## src/ctu_pkg.sv

```systemverilog
// Shared types and constants for the C subset tokenizer.
package ctu_pkg;

  // Counter widths and identifier prefix depth
  localparam int OFFSET_BITS   = 20;
  localparam int LINE_BITS     = 16;
  localparam int KEYWORD_CHARS = 6;
  localparam int PREFIX_IDX_W  = $clog2(KEYWORD_CHARS);

  // Fixed field widths of a result word
  localparam int KIND_W   = 5;
  localparam int START_W  = 20;
  localparam int LENGTH_W = 16;
  localparam int LINE_W   = 16;
  localparam int VALUE_W  = 31;

  localparam logic [VALUE_W-1:0] VALUE_MAX = {VALUE_W{1'b1}};

  // Lexer modes
  localparam logic [1:0] MODE_IDLE   = 2'd0;
  localparam logic [1:0] MODE_IDENT  = 2'd1;
  localparam logic [1:0] MODE_NUMBER = 2'd2;
  localparam logic [1:0] MODE_OPER   = 2'd3;

  // Operators that wait one byte for a partner
  localparam logic [2:0] OP_NONE  = 3'd0;
  localparam logic [2:0] OP_BANG  = 3'd1;
  localparam logic [2:0] OP_ASSIGN = 3'd2;
  localparam logic [2:0] OP_LT    = 3'd3;
  localparam logic [2:0] OP_GT    = 3'd4;
  localparam logic [2:0] OP_AMP   = 3'd5;
  localparam logic [2:0] OP_BAR   = 3'd6;

  // Token kinds
  localparam logic [KIND_W-1:0] KIND_INT     = 5'd0;
  localparam logic [KIND_W-1:0] KIND_VOID    = 5'd1;
  localparam logic [KIND_W-1:0] KIND_IF      = 5'd2;
  localparam logic [KIND_W-1:0] KIND_ELSE    = 5'd3;
  localparam logic [KIND_W-1:0] KIND_WHILE   = 5'd4;
  localparam logic [KIND_W-1:0] KIND_RETURN  = 5'd5;
  localparam logic [KIND_W-1:0] KIND_IDENT   = 5'd6;
  localparam logic [KIND_W-1:0] KIND_NUMBER  = 5'd7;
  localparam logic [KIND_W-1:0] KIND_PLUS    = 5'd8;
  localparam logic [KIND_W-1:0] KIND_MINUS   = 5'd9;
  localparam logic [KIND_W-1:0] KIND_STAR    = 5'd10;
  localparam logic [KIND_W-1:0] KIND_SLASH   = 5'd11;
  localparam logic [KIND_W-1:0] KIND_NOT     = 5'd12;
  localparam logic [KIND_W-1:0] KIND_NE      = 5'd13;
  localparam logic [KIND_W-1:0] KIND_ASSIGN  = 5'd14;
  localparam logic [KIND_W-1:0] KIND_EQ      = 5'd15;
  localparam logic [KIND_W-1:0] KIND_LT      = 5'd16;
  localparam logic [KIND_W-1:0] KIND_LE      = 5'd17;
  localparam logic [KIND_W-1:0] KIND_GT      = 5'd18;
  localparam logic [KIND_W-1:0] KIND_GE      = 5'd19;
  localparam logic [KIND_W-1:0] KIND_ANDAND  = 5'd20;
  localparam logic [KIND_W-1:0] KIND_OROR    = 5'd21;
  localparam logic [KIND_W-1:0] KIND_SEMI    = 5'd22;
  localparam logic [KIND_W-1:0] KIND_COMMA   = 5'd23;
  localparam logic [KIND_W-1:0] KIND_LPAREN  = 5'd24;
  localparam logic [KIND_W-1:0] KIND_RPAREN  = 5'd25;
  localparam logic [KIND_W-1:0] KIND_LBRACE  = 5'd26;
  localparam logic [KIND_W-1:0] KIND_RBRACE  = 5'd27;
  localparam logic [KIND_W-1:0] KIND_LBRACK  = 5'd28;
  localparam logic [KIND_W-1:0] KIND_RBRACK  = 5'd29;
  localparam logic [KIND_W-1:0] KIND_EOF     = 5'd30;
  localparam logic [KIND_W-1:0] KIND_UNKNOWN = 5'd31;

  // Keyword spellings, zero padded, and their lengths
  localparam int NUM_KEYWORDS = 6;
  localparam int KW_MAX_LEN   = 6;
  typedef logic [7:0] kw_text_t [KW_MAX_LEN];
  localparam kw_text_t KW_TEXT [NUM_KEYWORDS] = '{
    '{8'h69, 8'h6E, 8'h74, 8'h00, 8'h00, 8'h00},  // int
    '{8'h76, 8'h6F, 8'h69, 8'h64, 8'h00, 8'h00},  // void
    '{8'h69, 8'h66, 8'h00, 8'h00, 8'h00, 8'h00},  // if
    '{8'h65, 8'h6C, 8'h73, 8'h65, 8'h00, 8'h00},  // else
    '{8'h77, 8'h68, 8'h69, 8'h6C, 8'h65, 8'h00},  // while
    '{8'h72, 8'h65, 8'h74, 8'h75, 8'h72, 8'h6E}   // return
  };
  localparam logic [2:0] KW_LEN [NUM_KEYWORDS] = '{3'd3, 3'd4, 3'd2, 3'd4, 3'd5, 3'd6};

  // One result word
  typedef struct packed {
    logic [KIND_W-1:0]   kind;
    logic [START_W-1:0]  start;
    logic [LENGTH_W-1:0] length;
    logic [LINE_W-1:0]   line;
    logic [VALUE_W-1:0]  value;
    logic                last;
  } tok_t;

endpackage

```

## src/ctu_lexer.sv

```systemverilog
// Lexer state and per-byte next-state logic; yields up to two result words per byte.
module ctu_lexer import ctu_pkg::*; (
  input  logic       clk,
  input  logic       rst_n,
  input  logic       fire,
  input  logic [7:0] text_byte,
  output logic [1:0] push_cnt,
  output tok_t       tok0,
  output tok_t       tok1
);

  logic [1:0]             mode_r, mode_nxt;
  logic [2:0]             pend_r, pend_nxt;
  logic [7:0]             prefix_r [KEYWORD_CHARS];
  logic [OFFSET_BITS-1:0] offset_r, offset_nxt;
  logic [LINE_BITS-1:0]   line_r, line_nxt;
  logic [OFFSET_BITS-1:0] start_r, start_nxt;
  logic [LENGTH_W-1:0]    run_r, run_nxt;
  logic [VALUE_W-1:0]     acc_r, acc_nxt;

  logic                    pw_en;
  logic [PREFIX_IDX_W-1:0] pw_idx;
  logic [7:0]              pw_data;

  logic is_letter, is_digit, is_blank;
  logic [3:0] digit;
  logic [OFFSET_BITS-1:0] offset_adv;
  logic [LENGTH_W-1:0]    run_adv;
  logic [VALUE_W+3:0]     acc_ext, acc10;
  logic [START_W-1:0]     offset_out, start_out;
  logic [LINE_W-1:0]      line_out;
  logic [OFFSET_BITS+START_W-1:0] offset_wide, start_wide;
  logic [LINE_BITS+LINE_W-1:0]    line_wide;
  logic [NUM_KEYWORDS-1:0] kw_hit;
  logic [KIND_W-1:0]       ident_kind;
  logic fin_v, fr_v, go_fresh;
  tok_t fin_tok, fr_tok;

  // Classify the byte
  assign is_letter = (text_byte inside {[8'h61:8'h7A], [8'h41:8'h5A], 8'h5F});
  assign is_digit  = (text_byte inside {[8'h30:8'h39]});
  assign is_blank  = (text_byte inside {8'h20, 8'h09, 8'h0A, 8'h0B, 8'h0C, 8'h0D});
  assign digit     = text_byte[3:0];

  // Saturating counters and the decimal accumulator
  assign offset_adv = (offset_r == '1) ? offset_r : offset_r + OFFSET_BITS'(1);
  assign run_adv    = (run_r == '1) ? run_r : run_r + LENGTH_W'(1);
  assign acc_ext    = {4'b0, acc_r};
  assign acc10      = (acc_ext << 3) + (acc_ext << 1) + (VALUE_W+4)'(digit);

  // Fit counters to the result field widths
  assign offset_wide = {{START_W{1'b0}}, offset_r};
  assign start_wide  = {{START_W{1'b0}}, start_r};
  assign line_wide   = {{LINE_W{1'b0}}, line_r};
  assign offset_out  = offset_wide[START_W-1:0];
  assign start_out   = start_wide[START_W-1:0];
  assign line_out    = line_wide[LINE_W-1:0];

  // Match the identifier against the keywords on exact length
  always_comb begin
    for (int k = 0; k < NUM_KEYWORDS; k++) begin
      kw_hit[k] = (run_r == LENGTH_W'(KW_LEN[k]));
      for (int i = 0; i < KW_MAX_LEN; i++) begin
        if (i < int'(KW_LEN[k]) && prefix_r[i] != KW_TEXT[k][i]) begin
          kw_hit[k] = 1'b0;
        end
      end
    end
  end

  always_comb begin
    ident_kind = KIND_IDENT;
    for (int k = NUM_KEYWORDS - 1; k >= 0; k--) begin
      if (kw_hit[k]) begin
        ident_kind = KIND_W'(k);
      end
    end
  end

  // Next state and result words for one accepted byte
  always_comb begin
    mode_nxt   = mode_r;
    pend_nxt   = pend_r;
    offset_nxt = offset_r;
    line_nxt   = line_r;
    start_nxt  = start_r;
    run_nxt    = run_r;
    acc_nxt    = acc_r;
    pw_en      = 1'b0;
    pw_idx     = '0;
    pw_data    = text_byte;
    fin_v      = 1'b0;
    fr_v       = 1'b0;
    go_fresh   = 1'b0;
    fin_tok    = '0;
    fr_tok     = '0;
    fin_tok.line = line_out;
    fr_tok.line  = line_out;

    if (fire) begin
      case (mode_r)
        MODE_IDENT: begin
          if (is_letter || is_digit) begin
            if (run_r < LENGTH_W'(KEYWORD_CHARS)) begin
              pw_en  = 1'b1;
              pw_idx = run_r[PREFIX_IDX_W-1:0];
            end
            run_nxt    = run_adv;
            offset_nxt = offset_adv;
          end else begin
            fin_v          = 1'b1;
            fin_tok.kind   = ident_kind;
            fin_tok.start  = start_out;
            fin_tok.length = run_r;
            go_fresh       = 1'b1;
          end
        end
        MODE_NUMBER: begin
          if (is_digit) begin
            acc_nxt    = (acc10 > (VALUE_W+4)'(VALUE_MAX)) ? VALUE_MAX : acc10[VALUE_W-1:0];
            run_nxt    = run_adv;
            offset_nxt = offset_adv;
          end else begin
            fin_v          = 1'b1;
            fin_tok.kind   = KIND_NUMBER;
            fin_tok.start  = start_out;
            fin_tok.length = run_r;
            fin_tok.value  = acc_r;
            go_fresh       = 1'b1;
          end
        end
        MODE_OPER: begin
          fin_v         = 1'b1;
          fin_tok.start = start_out;
          fin_tok.length = LENGTH_W'(2);
          // Pair with the pending operator, or close it as a single character
          case (pend_r)
            OP_BANG:   fin_tok.kind = (text_byte == 8'h3D) ? KIND_NE : KIND_NOT;
            OP_ASSIGN: fin_tok.kind = (text_byte == 8'h3D) ? KIND_EQ : KIND_ASSIGN;
            OP_LT:     fin_tok.kind = (text_byte == 8'h3D) ? KIND_LE : KIND_LT;
            OP_GT:     fin_tok.kind = (text_byte == 8'h3D) ? KIND_GE : KIND_GT;
            OP_AMP:    fin_tok.kind = (text_byte == 8'h26) ? KIND_ANDAND : KIND_UNKNOWN;
            OP_BAR:    fin_tok.kind = (text_byte == 8'h7C) ? KIND_OROR : KIND_UNKNOWN;
            default:   fin_tok.kind = KIND_UNKNOWN;
          endcase
          if (fin_tok.kind inside {KIND_NE, KIND_EQ, KIND_LE, KIND_GE,
                                   KIND_ANDAND, KIND_OROR}) begin
            mode_nxt   = MODE_IDLE;
            pend_nxt   = OP_NONE;
            offset_nxt = offset_adv;
          end else begin
            fin_tok.length = LENGTH_W'(1);
            go_fresh       = 1'b1;
          end
        end
        default: begin
          go_fresh = 1'b1;
        end
      endcase

      // Lex the byte on its own
      if (go_fresh) begin
        mode_nxt = MODE_IDLE;
        pend_nxt = OP_NONE;
        if (text_byte == 8'h00) begin
          fr_v         = 1'b1;
          fr_tok.kind  = KIND_EOF;
          fr_tok.start = offset_out;
          offset_nxt   = '0;
          line_nxt     = LINE_BITS'(1);
          start_nxt    = '0;
          run_nxt      = '0;
          acc_nxt      = '0;
        end else begin
          offset_nxt = offset_adv;
          if (is_blank) begin
            if (text_byte == 8'h0A && line_r != '1) begin
              line_nxt = line_r + LINE_BITS'(1);
            end
          end else if (is_letter) begin
            mode_nxt  = MODE_IDENT;
            start_nxt = offset_r;
            run_nxt   = LENGTH_W'(1);
            pw_en     = 1'b1;
            pw_idx    = '0;
          end else if (is_digit) begin
            mode_nxt  = MODE_NUMBER;
            start_nxt = offset_r;
            run_nxt   = LENGTH_W'(1);
            acc_nxt   = VALUE_W'(digit);
          end else begin
            fr_tok.start  = offset_out;
            fr_tok.length = LENGTH_W'(1);
            fr_tok.kind   = KIND_UNKNOWN;
            case (text_byte)
              8'h2B: fr_tok.kind = KIND_PLUS;
              8'h2D: fr_tok.kind = KIND_MINUS;
              8'h2A: fr_tok.kind = KIND_STAR;
              8'h2F: fr_tok.kind = KIND_SLASH;
              8'h3B: fr_tok.kind = KIND_SEMI;
              8'h2C: fr_tok.kind = KIND_COMMA;
              8'h28: fr_tok.kind = KIND_LPAREN;
              8'h29: fr_tok.kind = KIND_RPAREN;
              8'h7B: fr_tok.kind = KIND_LBRACE;
              8'h7D: fr_tok.kind = KIND_RBRACE;
              8'h5B: fr_tok.kind = KIND_LBRACK;
              8'h5D: fr_tok.kind = KIND_RBRACK;
              8'h21: pend_nxt = OP_BANG;
              8'h3D: pend_nxt = OP_ASSIGN;
              8'h3C: pend_nxt = OP_LT;
              8'h3E: pend_nxt = OP_GT;
              8'h26: pend_nxt = OP_AMP;
              8'h7C: pend_nxt = OP_BAR;
              default: fr_tok.kind = KIND_UNKNOWN;
            endcase
            if (pend_nxt != OP_NONE) begin
              mode_nxt  = MODE_OPER;
              start_nxt = offset_r;
            end else begin
              fr_v = 1'b1;
            end
          end
        end
      end
    end
  end

  // Order the words: a finished pending token goes first
  always_comb begin
    push_cnt = {1'b0, fin_v} + {1'b0, fr_v};
    tok0     = fin_v ? fin_tok : fr_tok;
    tok1     = fr_tok;
    tok0.last = !(fin_v && fr_v);
    tok1.last = 1'b1;
  end

  // Control and counter registers
  always_ff @(posedge clk) begin
    if (!rst_n) begin
      mode_r   <= MODE_IDLE;
      pend_r   <= OP_NONE;
      offset_r <= '0;
      line_r   <= LINE_BITS'(1);
      start_r  <= '0;
      run_r    <= '0;
      acc_r    <= '0;
    end else begin
      mode_r   <= mode_nxt;
      pend_r   <= pend_nxt;
      offset_r <= offset_nxt;
      line_r   <= line_nxt;
      start_r  <= start_nxt;
      run_r    <= run_nxt;
      acc_r    <= acc_nxt;
    end
  end

  // Identifier prefix bytes
  always_ff @(posedge clk) begin
    if (pw_en) begin
      prefix_r[pw_idx] <= pw_data;
    end
  end

  a_oper_has_op: assert property (@(posedge clk) disable iff (!rst_n)
    mode_r == MODE_OPER |-> pend_r != OP_NONE)
    else $error("operator mode without pending operator");

  a_idle_no_op: assert property (@(posedge clk) disable iff (!rst_n)
    mode_r != MODE_OPER |-> pend_r == OP_NONE)
    else $error("pending operator outside operator mode");

  a_eof_restart: assert property (@(posedge clk) disable iff (!rst_n)
    fire && text_byte == 8'h00 |=> offset_r == '0 && line_r == LINE_BITS'(1)
      && mode_r == MODE_IDLE)
    else $error("counters not restarted after end of text");

  a_line_nonzero: assert property (@(posedge clk) disable iff (!rst_n)
    line_r != '0)
    else $error("line count reached zero");

  a_eof_last: assert property (@(posedge clk) disable iff (!rst_n)
    fire && text_byte == 8'h00 |-> push_cnt != 2'd0)
    else $error("end of text gave no word");

endmodule

```

## src/ctu_tok_fifo.sv

```systemverilog
// Four-entry result queue that takes up to two words a cycle and gives one.
module ctu_tok_fifo import ctu_pkg::*; (
  input  logic       clk,
  input  logic       rst_n,
  input  logic [1:0] push_cnt,
  input  tok_t       push0,
  input  tok_t       push1,
  output logic       room2,
  output logic       out_valid,
  input  logic       out_ready,
  output tok_t       out_tok
);

  localparam int DEPTH = 4;
  localparam int PTR_W = $clog2(DEPTH);

  tok_t             mem_r [DEPTH];
  logic [PTR_W-1:0] wp_r, wp_nxt, rp_r, rp_nxt, wp_one;
  logic [PTR_W:0]   cnt_r, cnt_nxt;
  logic             pop;

  assign room2     = cnt_r <= (PTR_W+1)'(DEPTH - 2);
  assign out_valid = cnt_r != '0;
  assign out_tok   = mem_r[rp_r];
  assign pop       = out_valid && out_ready;
  assign wp_one    = wp_r + PTR_W'(1);

  // Advance pointers and occupancy
  always_comb begin
    wp_nxt  = wp_r + PTR_W'(push_cnt);
    rp_nxt  = pop ? rp_r + PTR_W'(1) : rp_r;
    cnt_nxt = cnt_r + (PTR_W+1)'(push_cnt) - (PTR_W+1)'(pop);
  end

  always_ff @(posedge clk) begin
    if (!rst_n) begin
      wp_r  <= '0;
      rp_r  <= '0;
      cnt_r <= '0;
    end else begin
      wp_r  <= wp_nxt;
      rp_r  <= rp_nxt;
      cnt_r <= cnt_nxt;
    end
  end

  // Store incoming words
  always_ff @(posedge clk) begin
    if (push_cnt != 2'd0) begin
      mem_r[wp_r] <= push0;
    end
    if (push_cnt == 2'd2) begin
      mem_r[wp_one] <= push1;
    end
  end

  a_cnt_bound: assert property (@(posedge clk) disable iff (!rst_n)
    cnt_r <= (PTR_W+1)'(DEPTH))
    else $error("queue occupancy beyond depth");

  a_push_room: assert property (@(posedge clk) disable iff (!rst_n)
    push_cnt != 2'd0 |-> room2)
    else $error("push into a queue without room");

  a_push_limit: assert property (@(posedge clk) disable iff (!rst_n)
    push_cnt != 2'd3)
    else $error("more than two words pushed");

endmodule

```

## src/c_subset_tokenizer_top.sv

```systemverilog
// Top level of the C subset tokenizer: input register, lexer and result queue.
//
//   port group  | dir | handshake          | payload
//   in_         | in  | in_valid/in_ready   | in_text_byte[7:0]
//   out_        | out | out_valid/out_ready | token kind, start, length, line, value, last
//
// A byte is held in the input register until the queue has room for two words,
// then the lexer updates its state and pushes zero, one or two words into a
// four-entry queue, whose registered head word is offered on the out_ ports.
// Bytes enter one per cycle while the queue holds at most two words. Over any
// run a byte yields at most one word on average, so with out_ready high input
// never stalls; only a stalled output fills the queue and drops in_ready.
// Reset (rst_n low, synchronous) clears all control state and counters.
module c_subset_tokenizer_top import ctu_pkg::*; (
  input  logic                clk,
  input  logic                rst_n,
  input  logic                in_valid,
  output logic                in_ready,
  input  logic [7:0]          in_text_byte,
  output logic                out_valid,
  input  logic                out_ready,
  output logic [KIND_W-1:0]   out_token_kind,
  output logic [START_W-1:0]  out_token_start,
  output logic [LENGTH_W-1:0] out_token_length,
  output logic [LINE_W-1:0]   out_token_line,
  output logic [VALUE_W-1:0]  out_number_value,
  output logic                out_last_of_run
);

  logic       ibuf_valid_r, ibuf_valid_nxt;
  logic [7:0] ibuf_byte_r;
  logic       fire, room2;
  logic [1:0] push_cnt;
  tok_t       tok0, tok1, out_tok;

  // Hand the buffered byte to the lexer when the queue has room
  assign fire     = ibuf_valid_r && room2;
  assign in_ready = !ibuf_valid_r || fire;

  always_comb begin
    ibuf_valid_nxt = ibuf_valid_r;
    if (in_valid && in_ready) begin
      ibuf_valid_nxt = 1'b1;
    end else if (fire) begin
      ibuf_valid_nxt = 1'b0;
    end
  end

  always_ff @(posedge clk) begin
    if (!rst_n) begin
      ibuf_valid_r <= 1'b0;
    end else begin
      ibuf_valid_r <= ibuf_valid_nxt;
    end
  end

  always_ff @(posedge clk) begin
    if (in_valid && in_ready) begin
      ibuf_byte_r <= in_text_byte;
    end
  end

  ctu_lexer u_lexer (
    .clk       (clk),
    .rst_n     (rst_n),
    .fire      (fire),
    .text_byte (ibuf_byte_r),
    .push_cnt  (push_cnt),
    .tok0      (tok0),
    .tok1      (tok1)
  );

  ctu_tok_fifo u_fifo (
    .clk       (clk),
    .rst_n     (rst_n),
    .push_cnt  (push_cnt),
    .push0     (tok0),
    .push1     (tok1),
    .room2     (room2),
    .out_valid (out_valid),
    .out_ready (out_ready),
    .out_tok   (out_tok)
  );

  // Split the head word onto the result ports
  assign out_token_kind   = out_tok.kind;
  assign out_token_start  = out_tok.start;
  assign out_token_length = out_tok.length;
  assign out_token_line   = out_tok.line;
  assign out_number_value = out_tok.value;
  assign out_last_of_run  = out_tok.last;

  a_fire_needs_byte: assert property (@(posedge clk) disable iff (!rst_n)
    push_cnt != 2'd0 |-> fire)
    else $error("words pushed without a byte");

  a_buffer_drains: assert property (@(posedge clk) disable iff (!rst_n)
    fire && !in_valid |=> !ibuf_valid_r)
    else $error("input register kept a consumed byte");

  a_eof_len_zero: assert property (@(posedge clk) disable iff (!rst_n)
    out_valid && out_token_kind == KIND_EOF |-> out_token_length == '0 && out_last_of_run)
    else $error("end-of-text word malformed");

endmodule

```

## config.mk

```make
export PLATFORM = sky130hd
export DESIGN_NAME = c_subset_tokenizer_top
export DESIGN_NICKNAME = d
export VERILOG_FILES = /design/src/ctu_pkg.sv /design/src/ctu_lexer.sv /design/src/ctu_tok_fifo.sv /design/src/c_subset_tokenizer_top.sv
export SDC_FILE = /design/constraint.sdc
export NUM_CORES = 1
export LEC_CHECK = 0
export BUFFER_PORTS_ARGS = -buffer_cell sky130_fd_sc_hd__buf_4
export CAP_MARGIN = 20
export CORE_MARGIN = 2
export CORE_UTILIZATION = 64
export CTS_BUF_LIST = sky130_fd_sc_hd__clkbuf_2 sky130_fd_sc_hd__clkbuf_4 sky130_fd_sc_hd__clkbuf_8
export DETAILED_ROUTE_END_ITERATION = 7
export PLACE_DENSITY = 0.81
export SYNTH_ARGS = -nofsm -noshare
export SYNTH_HDL_FRONTEND = slang
export SYNTH_SLANG_ARGS = --single-unit
```

## constraint.sdc

```tcl
create_clock -name clk -period 6.4 [get_ports clk]
set_input_delay 0.64 -clock clk [delete_from_list [all_inputs] [get_ports clk]]
set_output_delay 0.64 -clock clk [all_outputs]
set_load 0.1 [all_outputs]
```

# After elaboration in Yosys (flattened, before gate mapping)
# Memories as Yosys holds them, arrays and structs flattened. A register that Yosys moved wholly into a read port is not among the register bits.
# Cells that the tools add are included.
dict set report op_classes {
  reduce_logical 30
  n_mux 150
  n_lt_le_gt_ge 9
  n_eq_ne 74
  addsub 11
}
# operator count
set ops {}
lappend ops {{31-bit 2-to-1 mux} 11}
lappend ops {{41-bit 2-to-1 mux} 7}
lappend ops {{20-bit 2-to-1 mux} 11}
lappend ops {{16-bit 2-to-1 mux} 12}
lappend ops {{8-bit by 7-bit inequality test with 1-bit output (second input constant)} 21}
lappend ops {{41-bit one-hot mux with 3 select lines} 1}
lappend ops {{8-bit by 6-bit equality test with 1-bit output (second input constant)} 14}
lappend ops {{89-bit 2-to-1 mux} 1}
lappend ops {{3-bit 2-to-1 mux} 21}
lappend ops {{20-bit one-hot mux with 3 select lines} 1}
lappend ops {{5-bit one-hot mux with 12 select lines} 1}
lappend ops {{1-bit 2-to-1 mux} 56}
lappend ops {{16-bit by 3-bit equality test with 1-bit output (second input constant)} 3}
lappend ops {{8-bit by 7-bit equality test with 1-bit output (second input constant)} 6}
lappend ops {{8-bit by 4-bit equality test with 1-bit output (second input constant)} 5}
lappend ops {{39-bit 2-to-1 mux} 1}
lappend ops {{34-bit by 32-bit adder with 35-bit output} 1}
lappend ops {{35-bit by 4-bit adder with 35-bit output} 1}
lappend ops {{35-bit by 31-bit greater-than comparator with 1-bit output (second input constant)} 1}
lappend ops {{5-bit 2-to-1 mux} 7}
lappend ops {{16-bit by 1-bit adder with 16-bit output (second input constant)} 2}
lappend ops {{16-bit by 2-bit equality test with 1-bit output (second input constant)} 2}
lappend ops {{16-bit one-hot mux with 2 select lines} 1}
lappend ops {{5-bit one-hot mux with 6 select lines} 1}
lappend ops {{other kinds (40)} 86}
dict set report word_totals {
  in_bits 12
  ramBits 404
  wordCells 288
  out_inout_bits 91
  memories 2
  ff_bits 124
}
# memory words width read_ports rd_clocked_by_memory_dff write_ports line
set memory_table {}
lappend memory_table {u_fifo.mem_r 4 89 1 1 2 ctu_tok_fifo.sv:17} ;# tok_t mem_r [DEPTH];
lappend memory_table {u_lexer.prefix_r 6 8 6 0 1 ctu_lexer.sv:14} ;# logic [7:0] prefix_r [KEYWORD_CHARS];

# Depth between registers and ports, before layout
dict set report depth {
  ltp_word 24
  ltp_mapped 18
  mapped_depth_nobuf 18
}

# By module
# Synthesis repeated with hierarchy kept, for this count alone.
dict set report unflattened {
  cells_unflattened 2300
  hier_area_um2 29363.2
}
# module area_per_inst_um2 seq_area_each_um2 n_inst cells_per_inst
set modules_own_cells {}
lappend modules_own_cells {ctu_tok_fifo 17528.1 10870.4 1 910}
lappend modules_own_cells {ctu_lexer 11529.8 3603.5 1 1376}
lappend modules_own_cells {c_subset_tokenizer_top 305.3 260.2 1 14}

# Worst setup path before layout
# OpenSTA, ideal clock, no wires.
dict set report synth_path {
  path_type {register to register}
  start {reg ibuf_byte_r[1]}
  end {mem u_fifo.mem_r[1][32] (netlist name), enable pin}
  period_less_slack_ns 4.785
  path_buffers 2
  setup_time_ns 0.420
  arrival_time_ns 4.365
  stages_incl_launch_ff 16
  slack_ns 1.615
  required_time_ns 5.980
  path_cell_list {edfxtp_1 > or2_1 > o41a_1 > a21oi_1 > o21a_1 > o21ai_2 > nor3_2 > nand2b_1 > inv_1 > ha_1 > clkbuf_1 > inv_1 > nor3_1 > nor2_1 > inv_1 > clkbuf_1}
}
# element line
set synth_lines {}
lappend synth_lines {{start, declared} c_subset_tokenizer_top.sv:31} ;# logic [7:0] ibuf_byte_r;
lappend synth_lines {{start signal, assigned} c_subset_tokenizer_top.sv:59} ;# ibuf_byte_r <= in_text_byte;
lappend synth_lines {{end, declared} ctu_tok_fifo.sv:17}

==> flow_summary.ini <==
[critical_path]
slowest_stage = a2111oi_0
crit_path_end_kind = register
crit_buf_inv = 3
cp_slowest_stage_delay_ns = 0.76
crit_family = simple AND/OR/NAND/NOR gates
cp.required_ns = 6.79
start_kind = register
crit_fanout = 51
arrival_ns = 5.43
worstPathCellList = nor4b_2 -> and2_1 -> o21ba_2 -> a2111oi_0 -> o21bai_1 -> nand2b_1 -> ha_1 -> nor3b_2 -> buf_4 -> nor2_4 -> inv_2 -> buf_4 -> and2_1
critPathKind = reg2reg

[timing]
tns_ns = 0
fin_ws_ns = 1.35
setup_viol = 0
max_slew.worst_pin.slew_ns = 1.16
fin_crit_sh = 0.789
fin_skew_ns = 0.0369
slew_headroom = 0.224
clock.fmax_mhz = 198
hold_slack_ns = 0.188
hold_violations = 0
final.min_clock_period_ns = 5.05
rsz0062_at_grt = no
slew_viol_final = 0

[synth]
yosysSeqAreaShare = 0.505
syn_area_per_cell_um2 = 11.3
yosys.area.top_type = edfxtp_1
yosys.cell_types.count = 87
syn_area_um2 = 25500
ys_ff_latch = 530
yosys_warnings = 0
syn_nets = 2346
synth_edf_count = 224
syn_inst = 2254
synth_top_cell_area_share = 0.264
ys.flop_type = dfxtp_1
async_reset_ff_frac = 0
synthTopCellsByArea = edfxtp_1 26%, dfxtp_1 24%, mux4_2 7.9%

[power]
p_leak_uw = 0.0103
power_density_nw_per_um2 = 301
ir_worst_vdd_mv = 0.214

[clocking]
cts_setup_buffers = 0
cts_buffer_depth = 3
cts_resized = 0
cts_buffers = 84
cts_hold_buffers = 0
cts_root_buffer = clkbuf_8
clkSinkCount = 530
tritoncts = yes
cts_max_level = 3
clk_latency_ns = 0.66
clk_pin_slew_worst_paths_ns = 0.06

[final_layout]
num_antenna_cells = 0
final_nets = 2372
layout_common_cells = 304 x dfxtp_1, 224 x edfxtp_1, 182 x a32o_1, 153 x nor2_1, 148 x nand2_1
fin_util = 0.717
mostFrequentLayoutCell = dfxtp_1
syn_to_final_growth_pct = 11.2
drive_gt1_frac = 0.181

[global_route]
top_usage_layer = met2
overflow = 0
grt_max_degree = 66
grt_antenna_before_repair = 0
use_met2 = 0.541
grt_pass1_vias = 19300
grt_pass1_wl_mm = 105
grtUsageMet1 = 0.414
met3_usage = 0.0492
grt_use_total = 0.321

[status]
status = finished clean

[routing]
drtAntennaViolNets = 0
avgViaCountPerCell = 6.86
wl_per_cell_um = 23.2
dr.pass1.iters = 6
drt-total-wl_mm = 66.6
drc = 0
vias = 19700
first_iter_violations = 2117

[placed_design]
dp_hpwl_mm = 41.9
gp_congestion = 0.986
pre_cts_slack_ns = 1.45
place.port_buffers = 102

[die]
row_count = 73
pin_count = 103
initial_core_util = 0.645
dieArea_um2 = 41400
die_y_um = 203
die_w_um = 203
core_um2 = 39500

[worst_hold_path]
worst_hold_path_type = in2reg

[flow_run]
cap_violations = 0
[metrics by stage]
step / cells / cell area (um2) / total power (uW)
after floorplan: 2254 / 25500 / 5170
after detailed placement: 2717 / 26500 / 5570
after global routing: 2876 / 28300 / 8770
after CTS: 2874 / 28300 / 8550
after global placement: 2715 / 26400 / 5550
final: 2876 / 28300 / 8520
[routing by layer]
| layer | routed length, um | part of all wire | vias up |
|---|---|---|---|
| met2 | 32900 | 0.49 | 967 |
| met3 | 5260 | 0.079 | 163 |
| met1 | 26300 | 0.39 | 9715 |
| li1 | - | - | 8875 |
| met5 | 0 | 0 | - |
| met4 | 2240 | 0.034 | 0 |
[cell usage after synthesis, types with 6 or more instances]
cell type,instances
a2111oi_0,6
a21o_1,18
a21oi_1,82
a22o_1,86
a22oi_1,36
a31oi_1,12
a32o_1,182
and2_1,68
and3_1,23
and4_1,8
buf_1,23
buf_2,15
clkbuf_1,160
dfxtp_1,306
edfxtp_1,224
ha_1,77
inv_1,39
mux4_2,89
nand2_1,148
nand2b_1,12
nand3_1,44
nand3b_1,9
nand4_1,28
nand4b_1,7
nor2_1,162
nor2b_1,7
nor3_1,37
nor3b_1,6
nor4_1,11
nor4b_1,6
o211ai_1,14
o21a_1,8
o21ai_0,72
o21ai_1,19
o22ai_1,23
o31ai_1,6
or2_2,6
or3_1,19
xnor2_1,27
xor2_1,26
[registers in the layout, indices dropped and copies added, names as in the netlist, named ones only]
| name | count |
|---|---|
| u_lexer.pend_r | 3 |
| u_lexer.acc_r | 31 |
| u_lexer.offset_out | 20 |
| u_lexer.run_r | 16 |
| u_fifo.wp_r | 2 |
| u_lexer.line_out | 16 |
| ibuf_valid_r | 1 |
| ibuf_byte_r | 8 |
| u_lexer.start_out | 20 |
| u_lexer.mode_r | 2 |
| u_lexer.prefix_r | 48 |
| u_fifo.rp_r | 2 |
| u_fifo.cnt_r | 3 |
| u_fifo.mem_r | 356 |
[cells by family (layout without fill, tap and decap cells)]
family	count (synthesis)	in the layout	synth area share
flops	530	530	0.505
xor+xnor	53	53	0.0182
buf+inv	238	335	0.0361
fa+ha+maj	80	80	0.0402
simple gates	635	635	0.128
mux	92	92	0.0800
compound gates	626	626	0.193
[cell type report]
cell class,count,area (um2)
flip-flops and latches,530,12900
multi-input cells,1486,11800
fillers,2749,11200
clock buffers,134,1630
repair buffers,139,1080
well taps,525,657
clock inverters,23,174
inverters,39,146
[power breakdown]
group,switching [uW],leakage [uW],internal [uW],total [uW]
logic,1310,0.00475,467,1780
clock network,1320,0.000972,1700,3020
registers,128,0.00454,3590,3720
total,2760,0.0103,5760,8520
[worst paths after layout]
path	from	endpoint	slack (ns)	cells past startpoint
max	ibuf_byte_r[4]$_DFFE_PP_	u_fifo.mem_r[1][38]$_DFFE_PP_	1.35	13
min	in_text_byte[1]	ibuf_byte_r[1]$_DFFE_PP_	0.19	1
max reg2reg	ibuf_byte_r[4]$_DFFE_PP_	u_fifo.mem_r[1][38]$_DFFE_PP_	1.35	13
min reg2reg	u_fifo.mem_r[1][53]$_SDFFE_PP0P_	u_fifo.mem_r[1][53]$_SDFFE_PP0P_	0.46	1
No activity file was read; power rests on OpenSTA's default activity.
